`config.mk`:
```
export PLATFORM = sky130hd
export DESIGN_NAME = keyboard_scancode_translator
export DESIGN_NICKNAME = d
export VERILOG_FILES = /design/src/hw/rtl/kst_pkg.sv /design/src/hw/rtl/kst_char_xlate.sv /design/src/hw/rtl/kst_cmd_queue.sv /design/src/hw/rtl/keyboard_scancode_translator.sv
export SDC_FILE = /design/constraint.sdc
export NUM_CORES = 1
export LEC_CHECK = 0
export ABC_AREA = 1
export BUFFER_PORTS_ARGS = -buffer_cell sky130_fd_sc_hd__buf_2
export CORE_ASPECT_RATIO = 0.6
export CORE_MARGIN = 4
export CORE_UTILIZATION = 45
export DETAILED_ROUTE_END_ITERATION = 6
export PLACE_DENSITY = 0.73
export SLEW_MARGIN = 20
export SYNTH_ARGS = -nofsm -noshare
export SYNTH_HDL_FRONTEND = slang
export SYNTH_SLANG_ARGS = --single-unit
```
`constraint.sdc`:
```
create_clock -name clk -period 10.3 [get_ports clk]
set_clock_uncertainty 0.15 [all_clocks]
set_input_delay 2.06 -clock clk [delete_from_list [all_inputs] [get_ports clk]]
set_output_delay 2.06 -clock clk [all_outputs]
set_load 0.005 [all_outputs]
```
`src/hw/rtl/kst_pkg.sv`:
```
// Shared types, scan codes and translation tables for the keyboard scan-code translator.
// No dependencies; every other file takes names from here by scope.
package kst_pkg;

    // Command queue geometry
    localparam int QUEUE_DEPTH = 32;
    localparam int QPTR_W      = $clog2(QUEUE_DEPTH);
    localparam int QCNT_W      = $clog2(QUEUE_DEPTH + 1);

    // Bytes to and from the keyboard
    localparam logic [7:0] LED_CMD      = 8'hED;
    localparam logic [7:0] SC_BACKSPACE = 8'h0E;
    localparam logic [7:0] SC_TAB       = 8'h0F;
    localparam logic [7:0] SC_ENTER     = 8'h1C;
    localparam logic [7:0] SC_LSHIFT    = 8'h2A;
    localparam logic [7:0] SC_RSHIFT    = 8'h36;
    localparam logic [7:0] SC_CAPS      = 8'h3A;
    localparam logic [7:0] SC_SCROLL    = 8'h45;
    localparam logic [7:0] SC_LSHIFT_BR = 8'hAA;
    localparam logic [7:0] SC_RSHIFT_BR = 8'hB6;
    localparam logic [7:0] SC_ACK       = 8'hFA;
    localparam logic [7:0] SC_RESEND    = 8'hFE;

    typedef enum logic [1:0] {
        KEY_EV_NONE      = 2'd0,
        KEY_EV_BACKSPACE = 2'd1,
        KEY_EV_ENTER     = 2'd2,
        KEY_EV_FOCUS     = 2'd3
    } kst_key_ev_t;

    // Control from the decoder to the command queue
    typedef struct packed {
        logic restart;
        logic step;
        logic push_pair;
        logic pop_allowed;
    } kst_q_ctrl_t;

    // Status from the command queue
    typedef struct packed {
        logic       pop_valid;
        logic [7:0] pop_byte;
    } kst_q_stat_t;

    // Set 1 make code to ASCII, Japanese layout, no shift
    localparam logic [6:0] PLAIN_MAP [128] = '{
        7'h00, 7'h00, 7'h31, 7'h32, 7'h33, 7'h34, 7'h35, 7'h36,
        7'h37, 7'h38, 7'h39, 7'h30, 7'h2D, 7'h5E, 7'h00, 7'h00,
        7'h51, 7'h57, 7'h45, 7'h52, 7'h54, 7'h59, 7'h55, 7'h49,
        7'h4F, 7'h50, 7'h40, 7'h5B, 7'h00, 7'h00, 7'h41, 7'h53,
        7'h44, 7'h46, 7'h47, 7'h48, 7'h4A, 7'h4B, 7'h4C, 7'h3B,
        7'h3A, 7'h00, 7'h00, 7'h5D, 7'h5A, 7'h58, 7'h43, 7'h56,
        7'h42, 7'h4E, 7'h4D, 7'h2C, 7'h2E, 7'h2F, 7'h00, 7'h2A,
        7'h00, 7'h20, 7'h00, 7'h00, 7'h00, 7'h00, 7'h00, 7'h00,
        7'h00, 7'h00, 7'h00, 7'h00, 7'h00, 7'h00, 7'h00, 7'h37,
        7'h38, 7'h39, 7'h2D, 7'h34, 7'h35, 7'h36, 7'h2B, 7'h31,
        7'h32, 7'h33, 7'h30, 7'h2E, 7'h00, 7'h00, 7'h00, 7'h00,
        7'h00, 7'h00, 7'h00, 7'h00, 7'h00, 7'h00, 7'h00, 7'h00,
        7'h00, 7'h00, 7'h00, 7'h00, 7'h00, 7'h00, 7'h00, 7'h00,
        7'h00, 7'h00, 7'h00, 7'h00, 7'h00, 7'h00, 7'h00, 7'h00,
        7'h00, 7'h00, 7'h00, 7'h5C, 7'h00, 7'h00, 7'h00, 7'h00,
        7'h00, 7'h00, 7'h00, 7'h00, 7'h00, 7'h5C, 7'h00, 7'h00
    };

    // Same with either shift held
    localparam logic [6:0] SHIFTED_MAP [128] = '{
        7'h00, 7'h00, 7'h21, 7'h22, 7'h23, 7'h24, 7'h25, 7'h26,
        7'h27, 7'h28, 7'h29, 7'h7E, 7'h3D, 7'h7E, 7'h00, 7'h00,
        7'h51, 7'h57, 7'h45, 7'h52, 7'h54, 7'h59, 7'h55, 7'h49,
        7'h4F, 7'h50, 7'h60, 7'h7B, 7'h00, 7'h00, 7'h41, 7'h53,
        7'h44, 7'h46, 7'h47, 7'h48, 7'h4A, 7'h4B, 7'h4C, 7'h2B,
        7'h2A, 7'h00, 7'h00, 7'h7D, 7'h5A, 7'h58, 7'h43, 7'h56,
        7'h42, 7'h4E, 7'h4D, 7'h3C, 7'h3E, 7'h3F, 7'h00, 7'h2A,
        7'h00, 7'h20, 7'h00, 7'h00, 7'h00, 7'h00, 7'h00, 7'h00,
        7'h00, 7'h00, 7'h00, 7'h00, 7'h00, 7'h00, 7'h00, 7'h37,
        7'h38, 7'h39, 7'h2D, 7'h34, 7'h35, 7'h36, 7'h2B, 7'h31,
        7'h32, 7'h33, 7'h30, 7'h2E, 7'h00, 7'h00, 7'h00, 7'h00,
        7'h00, 7'h00, 7'h00, 7'h00, 7'h00, 7'h00, 7'h00, 7'h00,
        7'h00, 7'h00, 7'h00, 7'h00, 7'h00, 7'h00, 7'h00, 7'h00,
        7'h00, 7'h00, 7'h00, 7'h00, 7'h00, 7'h00, 7'h00, 7'h00,
        7'h00, 7'h00, 7'h00, 7'h5F, 7'h00, 7'h00, 7'h00, 7'h00,
        7'h00, 7'h00, 7'h00, 7'h00, 7'h00, 7'h7C, 7'h00, 7'h00
    };

endpackage

```
`src/hw/rtl/kst_char_xlate.sv`:
```
// Scan code to ASCII character lookup with caps-lock and shift case folding.
// Depends on kst_pkg for the translation tables.
module kst_char_xlate (
    input  logic [7:0] code,
    input  logic       shift_active,
    input  logic       caps_on,
    output logic [6:0] char_out
);

    logic [6:0] raw_char;
    logic       is_upper;

    // Look up make codes only; break codes and replies give no character
    always_comb
    begin
        if (code[7])
        begin
            raw_char = 7'h00;
        end
        else if (shift_active)
        begin
            raw_char = kst_pkg::SHIFTED_MAP[code[6:0]];
        end
        else
        begin
            raw_char = kst_pkg::PLAIN_MAP[code[6:0]];
        end
    end

    // Lower a letter unless exactly one of caps lock and shift is active
    assign is_upper = (raw_char >= 7'h41) && (raw_char <= 7'h5A);
    assign char_out = (is_upper && (caps_on == shift_active)) ? (raw_char + 7'h20) : raw_char;

endmodule

```
`src/hw/rtl/kst_cmd_queue.sv`:
```
// Command byte queue towards the keyboard: pushes LED command pairs, pops at most one byte a step.
// Depends on kst_pkg for queue geometry, the LED command byte and the control structs.
module kst_cmd_queue (
    input  logic                clk,
    input  logic                rst_n,
    input  kst_pkg::kst_q_ctrl_t ctrl,
    input  logic [2:0]          leds,
    output kst_pkg::kst_q_stat_t stat
);

    logic [7:0]                 mem_reg [kst_pkg::QUEUE_DEPTH];
    logic [kst_pkg::QCNT_W-1:0] count_reg;
    logic [kst_pkg::QCNT_W-1:0] count_next;
    logic [kst_pkg::QPTR_W-1:0] head_reg;
    logic [kst_pkg::QPTR_W-1:0] head_next;
    logic [kst_pkg::QCNT_W-1:0] count_pushed;
    logic [kst_pkg::QPTR_W-1:0] wr_addr_a;
    logic [kst_pkg::QPTR_W-1:0] wr_addr_b;
    logic                       push_a;
    logic                       push_b;
    logic                       pop;

    // Drop each byte on its own when the queue is full
    assign push_a = ctrl.push_pair && (count_reg < kst_pkg::QCNT_W'(kst_pkg::QUEUE_DEPTH));
    assign push_b = ctrl.push_pair && (count_reg < kst_pkg::QCNT_W'(kst_pkg::QUEUE_DEPTH - 1));

    assign wr_addr_a = head_reg + count_reg[kst_pkg::QPTR_W-1:0];
    assign wr_addr_b = wr_addr_a + kst_pkg::QPTR_W'(1);

    assign count_pushed = count_reg + kst_pkg::QCNT_W'(push_a) + kst_pkg::QCNT_W'(push_b);

    // Pop after this step's pushes; an empty queue hands over the command just pushed
    assign pop            = ctrl.pop_allowed && (count_pushed != '0);
    assign stat.pop_valid = pop;
    assign stat.pop_byte  = (count_reg == '0) ? kst_pkg::LED_CMD : mem_reg[head_reg];

    assign head_next  = pop ? (head_reg + kst_pkg::QPTR_W'(1)) : head_reg;
    assign count_next = count_pushed - kst_pkg::QCNT_W'(pop);

    // Pointers: restart holds the LED command and LED byte
    always_ff @(posedge clk or negedge rst_n)
    begin
        if (!rst_n)
        begin
            count_reg <= kst_pkg::QCNT_W'(2);
            head_reg  <= '0;
        end
        else if (ctrl.restart)
        begin
            count_reg <= kst_pkg::QCNT_W'(2);
            head_reg  <= '0;
        end
        else if (ctrl.step)
        begin
            count_reg <= count_next;
            head_reg  <= head_next;
        end
    end

    // Storage
    always_ff @(posedge clk or negedge rst_n)
    begin
        if (!rst_n)
        begin
            for (int i = 0; i < kst_pkg::QUEUE_DEPTH; i++)
            begin
                mem_reg[i] <= (i == 0) ? kst_pkg::LED_CMD : 8'h00;
            end
        end
        else if (ctrl.restart)
        begin
            mem_reg[0] <= kst_pkg::LED_CMD;
            mem_reg[1] <= {5'b0, leds};
        end
        else if (ctrl.step)
        begin
            if (push_a)
            begin
                mem_reg[wr_addr_a] <= kst_pkg::LED_CMD;
            end
            if (push_b)
            begin
                mem_reg[wr_addr_b] <= {5'b0, leds};
            end
        end
    end

endmodule

```
`src/hw/rtl/keyboard_scancode_translator.sv`:
```
// Top level of the keyboard scan-code translator: input register, decode, result register.
// Depends on kst_pkg, kst_char_xlate and kst_cmd_queue.
//
// Takes one set 1 scan-code byte per transfer and returns exactly one result per byte:
// the translated character (Japanese layout), a key event, the focus bit, the LED
// state and, when due, the command byte sent to the keyboard. Throughput is one byte
// per clock unless the receiver stalls; a byte sits in the input register, then in the
// result register, with all decoding, LED and queue updates in the single stage between
// them. The input accepts a byte whenever the input register is empty or moves on,
// and it moves on whenever the result register is empty or its result is taken.
// A write on cfg_we loads the start LED state and returns the decode state and the
// 32-entry command queue to their start state at once; bytes held in the registers stay.
module keyboard_scancode_translator (
    input  logic       clk,
    input  logic       rst_n,
    input  logic       cfg_we,
    input  logic [2:0] cfg_wdata,
    input  logic       in_valid,
    output logic       in_ready,
    input  logic [7:0] scan_code,
    output logic       out_valid,
    input  logic       out_ready,
    output logic       char_valid,
    output logic [6:0] char_code,
    output logic [1:0] key_event,
    output logic       focus,
    output logic [2:0] led_state,
    output logic       send_valid,
    output logic [7:0] send_byte
);

    // Input stage
    logic       s1_valid_reg;
    logic [7:0] s1_code_reg;

    // Block state
    logic [1:0] shift_reg;
    logic [1:0] shift_next;
    logic [2:0] led_reg;
    logic [2:0] led_next;
    logic       focus_reg;
    logic       focus_next;
    logic       ack_reg;
    logic       ack_next;
    logic [7:0] pend_reg;
    logic [7:0] pend_next;

    // Result register
    logic                 out_valid_reg;
    logic                 char_valid_reg;
    logic [6:0]           char_code_reg;
    kst_pkg::kst_key_ev_t key_event_reg;
    kst_pkg::kst_key_ev_t key_event_next;
    logic                 focus_out_reg;
    logic [2:0]           led_out_reg;
    logic                 send_valid_reg;
    logic                 send_valid_next;
    logic [7:0]           send_byte_reg;
    logic [7:0]           send_byte_next;

    logic                 out_advance;
    logic                 step_fire;
    logic [6:0]           xlate_char;
    logic                 ack_mid;
    logic                 pend_clear;
    logic                 resend;
    logic                 push_pair;
    kst_pkg::kst_q_ctrl_t q_ctrl;
    kst_pkg::kst_q_stat_t q_stat;

    // Handshake: the result register frees when empty or taken
    assign out_advance = !out_valid_reg || out_ready;
    assign step_fire   = s1_valid_reg && out_advance;
    assign in_ready    = !s1_valid_reg || out_advance;

    // Hold the accepted byte until it moves into the result register
    always_ff @(posedge clk or negedge rst_n)
    begin
        if (!rst_n)
        begin
            s1_valid_reg <= 1'b0;
        end
        else if (in_ready)
        begin
            s1_valid_reg <= in_valid;
        end
    end

    always_ff @(posedge clk)
    begin
        if (in_valid && in_ready)
        begin
            s1_code_reg <= scan_code;
        end
    end

    // Character lookup against the state before this byte
    kst_char_xlate u_xlate (
        .code         (s1_code_reg),
        .shift_active (|shift_reg),
        .caps_on      (led_reg[2]),
        .char_out     (xlate_char)
    );

    // Decode the byte: shift, locks, focus, acknowledge and resend
    always_comb
    begin
        shift_next     = shift_reg;
        led_next       = led_reg;
        focus_next     = focus_reg;
        ack_mid        = ack_reg;
        pend_clear     = 1'b0;
        resend         = 1'b0;
        push_pair      = 1'b0;
        key_event_next = kst_pkg::KEY_EV_NONE;
        unique case (s1_code_reg)
            kst_pkg::SC_BACKSPACE: key_event_next = kst_pkg::KEY_EV_BACKSPACE;
            kst_pkg::SC_ENTER:     key_event_next = kst_pkg::KEY_EV_ENTER;
            kst_pkg::SC_TAB:
            begin
                key_event_next = kst_pkg::KEY_EV_FOCUS;
                focus_next     = !focus_reg;
            end
            kst_pkg::SC_LSHIFT:    shift_next = shift_reg | 2'b01;
            kst_pkg::SC_RSHIFT:    shift_next = shift_reg | 2'b10;
            kst_pkg::SC_LSHIFT_BR: shift_next = shift_reg & 2'b10;
            kst_pkg::SC_RSHIFT_BR: shift_next = shift_reg & 2'b01;
            kst_pkg::SC_CAPS:
            begin
                led_next  = led_reg ^ 3'b100;
                push_pair = 1'b1;
            end
            kst_pkg::SC_SCROLL:
            begin
                led_next  = led_reg ^ 3'b001;
                push_pair = 1'b1;
            end
            kst_pkg::SC_ACK:
            begin
                ack_mid    = 1'b0;
                pend_clear = 1'b1;
            end
            kst_pkg::SC_RESEND:    resend = ack_reg;
            default:               ;
        endcase
    end

    // Queue control
    assign q_ctrl.restart     = cfg_we;
    assign q_ctrl.step        = step_fire;
    assign q_ctrl.push_pair   = push_pair;
    assign q_ctrl.pop_allowed = !ack_mid;

    kst_cmd_queue u_queue (
        .clk   (clk),
        .rst_n (rst_n),
        .ctrl  (q_ctrl),
        .leds  (cfg_we ? cfg_wdata : led_next),
        .stat  (q_stat)
    );

    // Send a queued byte when nothing is pending, else resend on request
    always_comb
    begin
        if (q_stat.pop_valid)
        begin
            ack_next        = 1'b1;
            pend_next       = q_stat.pop_byte;
            send_valid_next = 1'b1;
            send_byte_next  = q_stat.pop_byte;
        end
        else
        begin
            ack_next        = ack_mid;
            pend_next       = pend_clear ? 8'h00 : pend_reg;
            send_valid_next = resend;
            send_byte_next  = resend ? pend_reg : 8'h00;
        end
    end

    // Advance block state once per byte; a configuration write restarts it
    always_ff @(posedge clk or negedge rst_n)
    begin
        if (!rst_n)
        begin
            shift_reg <= 2'b00;
            led_reg   <= 3'b000;
            focus_reg <= 1'b0;
            ack_reg   <= 1'b0;
            pend_reg  <= 8'h00;
        end
        else if (cfg_we)
        begin
            shift_reg <= 2'b00;
            led_reg   <= cfg_wdata;
            focus_reg <= 1'b0;
            ack_reg   <= 1'b0;
            pend_reg  <= 8'h00;
        end
        else if (step_fire)
        begin
            shift_reg <= shift_next;
            led_reg   <= led_next;
            focus_reg <= focus_next;
            ack_reg   <= ack_next;
            pend_reg  <= pend_next;
        end
    end

    // Result register: load on step, drop once the transfer completes
    always_ff @(posedge clk or negedge rst_n)
    begin
        if (!rst_n)
        begin
            out_valid_reg <= 1'b0;
        end
        else if (out_advance)
        begin
            out_valid_reg <= s1_valid_reg;
        end
    end

    always_ff @(posedge clk)
    begin
        if (step_fire)
        begin
            char_valid_reg <= (xlate_char != 7'h00);
            char_code_reg  <= xlate_char;
            key_event_reg  <= key_event_next;
            focus_out_reg  <= focus_next;
            led_out_reg    <= led_next;
            send_valid_reg <= send_valid_next;
            send_byte_reg  <= send_byte_next;
        end
    end

    assign out_valid  = out_valid_reg;
    assign char_valid = char_valid_reg;
    assign char_code  = char_code_reg;
    assign key_event  = key_event_reg;
    assign focus      = focus_out_reg;
    assign led_state  = led_out_reg;
    assign send_valid = send_valid_reg;
    assign send_byte  = send_byte_reg;

    // A byte taken from the queue becomes the pending byte
    a_pop_sets_pending: assert property (@(posedge clk) disable iff (!rst_n)
        (step_fire && q_stat.pop_valid && !cfg_we)
        |=> (ack_reg && (pend_reg == $past(q_stat.pop_byte))))
        else $error("popped command byte not left pending");

    // A resend never pops the queue and repeats the pending byte
    a_resend_no_pop: assert property (@(posedge clk) disable iff (!rst_n)
        (step_fire && resend) |-> (!q_stat.pop_valid && (send_byte_next == pend_reg)))
        else $error("resend mixed with a queue pop");

    // An empty result register never blocks the input
    a_ready_when_empty: assert property (@(posedge clk) disable iff (!rst_n)
        !out_valid_reg |-> in_ready)
        else $error("input stalled with empty result register");

endmodule

```
==> results.md <==
* Area of the core at between 30,000 and 40,000 um2
* Power Total at ~3.2 mW
* CTS tree: done
* Detailed-route via count at between 10,000 and 15,000
* Worst EP arrival at 5.83 ns
* Slowest CP cell: nor2_1
* Commonest non-fill, non-tap cell in the layout: inv_1
* Total CTS buffers at 31
* Die extent in y at 154.7 um
* Max-cap violations at 0
* Min Hold Slack at around 0.30 ns
* R2R depth at 15
* Post-synth top flop: dfrtp_1
* Hold path cells at 0
* Post-route ant nets at 0
* DRT Wirelength at between 40,000 and 50,000 um
* Crit path cell chain: inv_1 > ha_1 > nand2_1 > nor4_4 > o21ai_2 > nor2_2 > fa_1 > ha_1 > xor2_1 > nor4_1 > nor2_1 > nand2_1 > o211ai_2 > nand2_1 > o22ai_1
* Crit path kind: flip-flop to flip-flop
* DRC viols at 0
* Final setup viols at 0
* Commonest non-fill, non-tap cells in the layout: inv_1 (327), nand2_1 (324), dfrtp_1 (275)
* Pwr/cell area at 181.4 nW/um2
* DP Area at roughly 17,000 um2
* Gr ovfl total at 0
* Ratio of final minimum period to clock period at 53.28%
* # IOs at slightly above 40
* Clock sink count at 315
* Antenna Cells at 0
* Reg2reg setup slack at 4.81 ns
* Number of global-route vias before repair at 13,600
* Min-delay worst type: flip-flop to flip-flop
* Initial antenna violation count at 0
* Crit end category: flip-flop
* Area grow syn2layout at 9.997%
* CP peak stage delay at ~0.67 ns
* Synthesized instance count at 2,023
* Post-synthesis compound-gate area fraction at between 10% and 20%
* Root Driver: clkbuf_16
* Post-CTS sizing at 0
* Largest net degree at the start of global routing at 182
* GP Congestion at 0.9691
* Max reg flops at 256
* Most frequent CP cell: nand2_1
* Yosys cell types at 51
* Setup_tns at 0 ns
* Cts hold-fix bufs at 0
* Least-Margin Pin Slew at 1.162 ns
* Slew headroom at 22.10%
* Hold Fails Final Rpt at 0
* Reg-to-reg endpoint: pend_reg[6]$_DFFE_PN0P_
* Clk Latency, worst-skew pair at ~0.58 ns
* Highest Clock Rate at 182.2 MHz
* Via/cell ratio at 5.760
* Mux cell area share after synthesis at 0%
* Clk slew on worst S/H paths at around 0.06 ns
* Total Die Area at 39,040 um2
* Crit path max fanout at 12
* Register bit total from synthesis at 315
* Share of layout cells above drive strength 1 at 7.741%
* GRT Overall Usage at 25.33%
* Tmin final at roughly 5.5 ns
* First-pass GRT wire length at 78,170 um
* XOR/XNOR Fraction of Synth Area at less than 1%
* CTS H-tree depth at 1
* WL/cell at about 20 um
* Largest family of logic cells by synthesized area: compound AO/OA/AOI/OAI gates
* Post-CTS Setup Repair Bufs at 0
* Critical path launch point type: flip-flop
* Row cnt at 53
* Max Slew Vio Count at 0
* Synth Area in Simple Gates at between 10% and 20%
* Initial Util at between 40% and 50%
* Port Buffers at 40
* DR pass1 iterations at 6
* DRT iter0 DRCs at ~2,100
* Post-Syn Area at 16,130 um2
* Synth async-reset ratio at 90.16%
* Die W at approximately 250 um
* Placed wire-length estimate at 34,950 um
* Sequential area share after synthesis at approximately 50%
* Layout Utilization at 50.40%
* Adder-cell share of the synthesized area at 1.954%
* Clock buffer depth at 3
* Ys Warns at 0
* Worst Path Required at around 11 ns
* Nets at 2,071
* Design area at 17,750 um2
* Status: completed
* Hold EP: led_state[1]$_DFFE_PP_
* IR drop worst, VDD at between 0.1 and 0.15 mV
* Syn Nets at 2,063
* Syn avg cell area at 7.975 um2
* RSZ-0062 raised after global routing: false
* EDFF count, synth at 31
* Crit Reg-Reg Startpoint: s1_code_reg[1]$_DFFE_PP_
* P_leak at roughly 9.5 nW
* Hold wc startpoint: led_reg[1]$_DFFE_PN0P_
[per-layer routing]
layer	vias up	GRT usage (%)	part of all wire (%)
met5	-	0	0
met4	0	4.538	1.5
met3	60	10.29	14
met2	750	31.78	38
met1	6977	40.42	47
li1	6735	-	-
[critical path, delay by kind of cell, from the launching register on]
| kind | cells | cell delay, ns |
|---|---|---|
| AND/OR/NAND/NOR | 7 | 2.45 |
| adder cells (fa/ha/maj) | 3 | 0.74 |
| AO/OA/AOI/OAI | 3 | 0.69 |
| flip-flops | 1 | 0.60 |
| buffers and inverters | 1 | 0.41 |
| XOR/XNOR | 1 | 0.35 |
[cell type report]
type                    count  area, um2
inverters                 340       1276
flip-flops and latches    315       8051
clock buffers              37      849.6
repair buffers             58      357.8
multi-input cells        1285       6480
well taps                 467      584.3
fillers                  3345      17470
clock inverters            19      146.4
[Yosys cell counts, types with 3 or more instances]
| master | n | area (um2) |
|---|---|---|
| nor3_1 | 6 | 30.03 |
| o21ai_2 | 3 | 26.28 |
| xor2_1 | 10 | 87.58 |
| inv_1 | 328 | 1231 |
| o22ai_1 | 102 | 638.1 |
| xnor2_1 | 3 | 26.28 |
| dfrtp_1 | 277 | 6932 |
| nor4_1 | 4 | 25.02 |
| o211ai_1 | 16 | 120.1 |
| clkinv_1 | 5 | 18.77 |
| o21ai_1 | 3 | 15.01 |
| ha_1 | 22 | 275.3 |
| a31oi_1 | 10 | 62.56 |
| a21oi_1 | 185 | 925.9 |
| edfxtp_1 | 31 | 930.9 |
| buf_2 | 14 | 70.07 |
| buf_1 | 3 | 11.26 |
| inv_2 | 7 | 26.28 |
| nand3_1 | 120 | 600.6 |
| dfstp_2 | 7 | 183.9 |
| nor4_4 | 3 | 63.81 |
| clkbuf_1 | 64 | 240.2 |
| nand4_1 | 15 | 93.84 |
| nor2_1 | 177 | 664.4 |
| nor2_2 | 10 | 62.56 |
| o221ai_1 | 12 | 105.1 |
| o21ai_0 | 230 | 1151 |
| nand2_1 | 325 | 1220 |
[worst max path at each step]
stage / end / slack, ns / cells after the start / start
6_report: pend_reg[6]$_DFFE_PN0P_ / 4.81 / 15 / s1_code_reg[1]$_DFFE_PP_
5_1_grt: pend_reg[0]$_DFFE_PN0P_ / 4.38 / 15 / s1_code_reg[1]$_DFFE_PP_
4_1_cts: pend_reg[6]$_DFFE_PN0P_ / 4.97 / 15 / s1_code_reg[1]$_DFFE_PP_
3_5_place_dp: u_queue.mem_reg[90]$_DFFE_PN0P_ / 4.77 / 10 / out_ready
3_3_place_gp: u_queue.mem_reg[122]$_DFFE_PN0P_ / 4.95 / 10 / out_ready
2_1_floorplan: in_ready / 5.88 / 2 / out_ready
[per-stage QoR]
step | setup WS [ns] | cells
after global routing | 4.381 | 2521
after detailed placement | 4.770 | 2465
after global placement | 4.948 | 2465
after CTS | 4.972 | 2521
final | 4.812 | 2521
after floorplan | 5.881 | 2023
[power breakdown]
| group | internal, mW | switching [mW] |
|---|---|---|
| Sequential | 1.33 | 0.0583 |
| Clock | 0.617 | 0.500 |
| Combinational | 0.183 | 0.534 |
| Total | 2.13 | 1.09 |
[logic make-up (layout without fill, tap and decap cells)]
kind of cell,count (synthesis),in the layout
XOR/XNOR,14,14
AND/OR/NAND/NOR,675,675
AO/OA/AOI/OAI,572,572
buffers and inverters,423,454
flip-flops,315,315
adder cells (fa/ha/maj),24,24
Power figures use the tool's default switching activity.
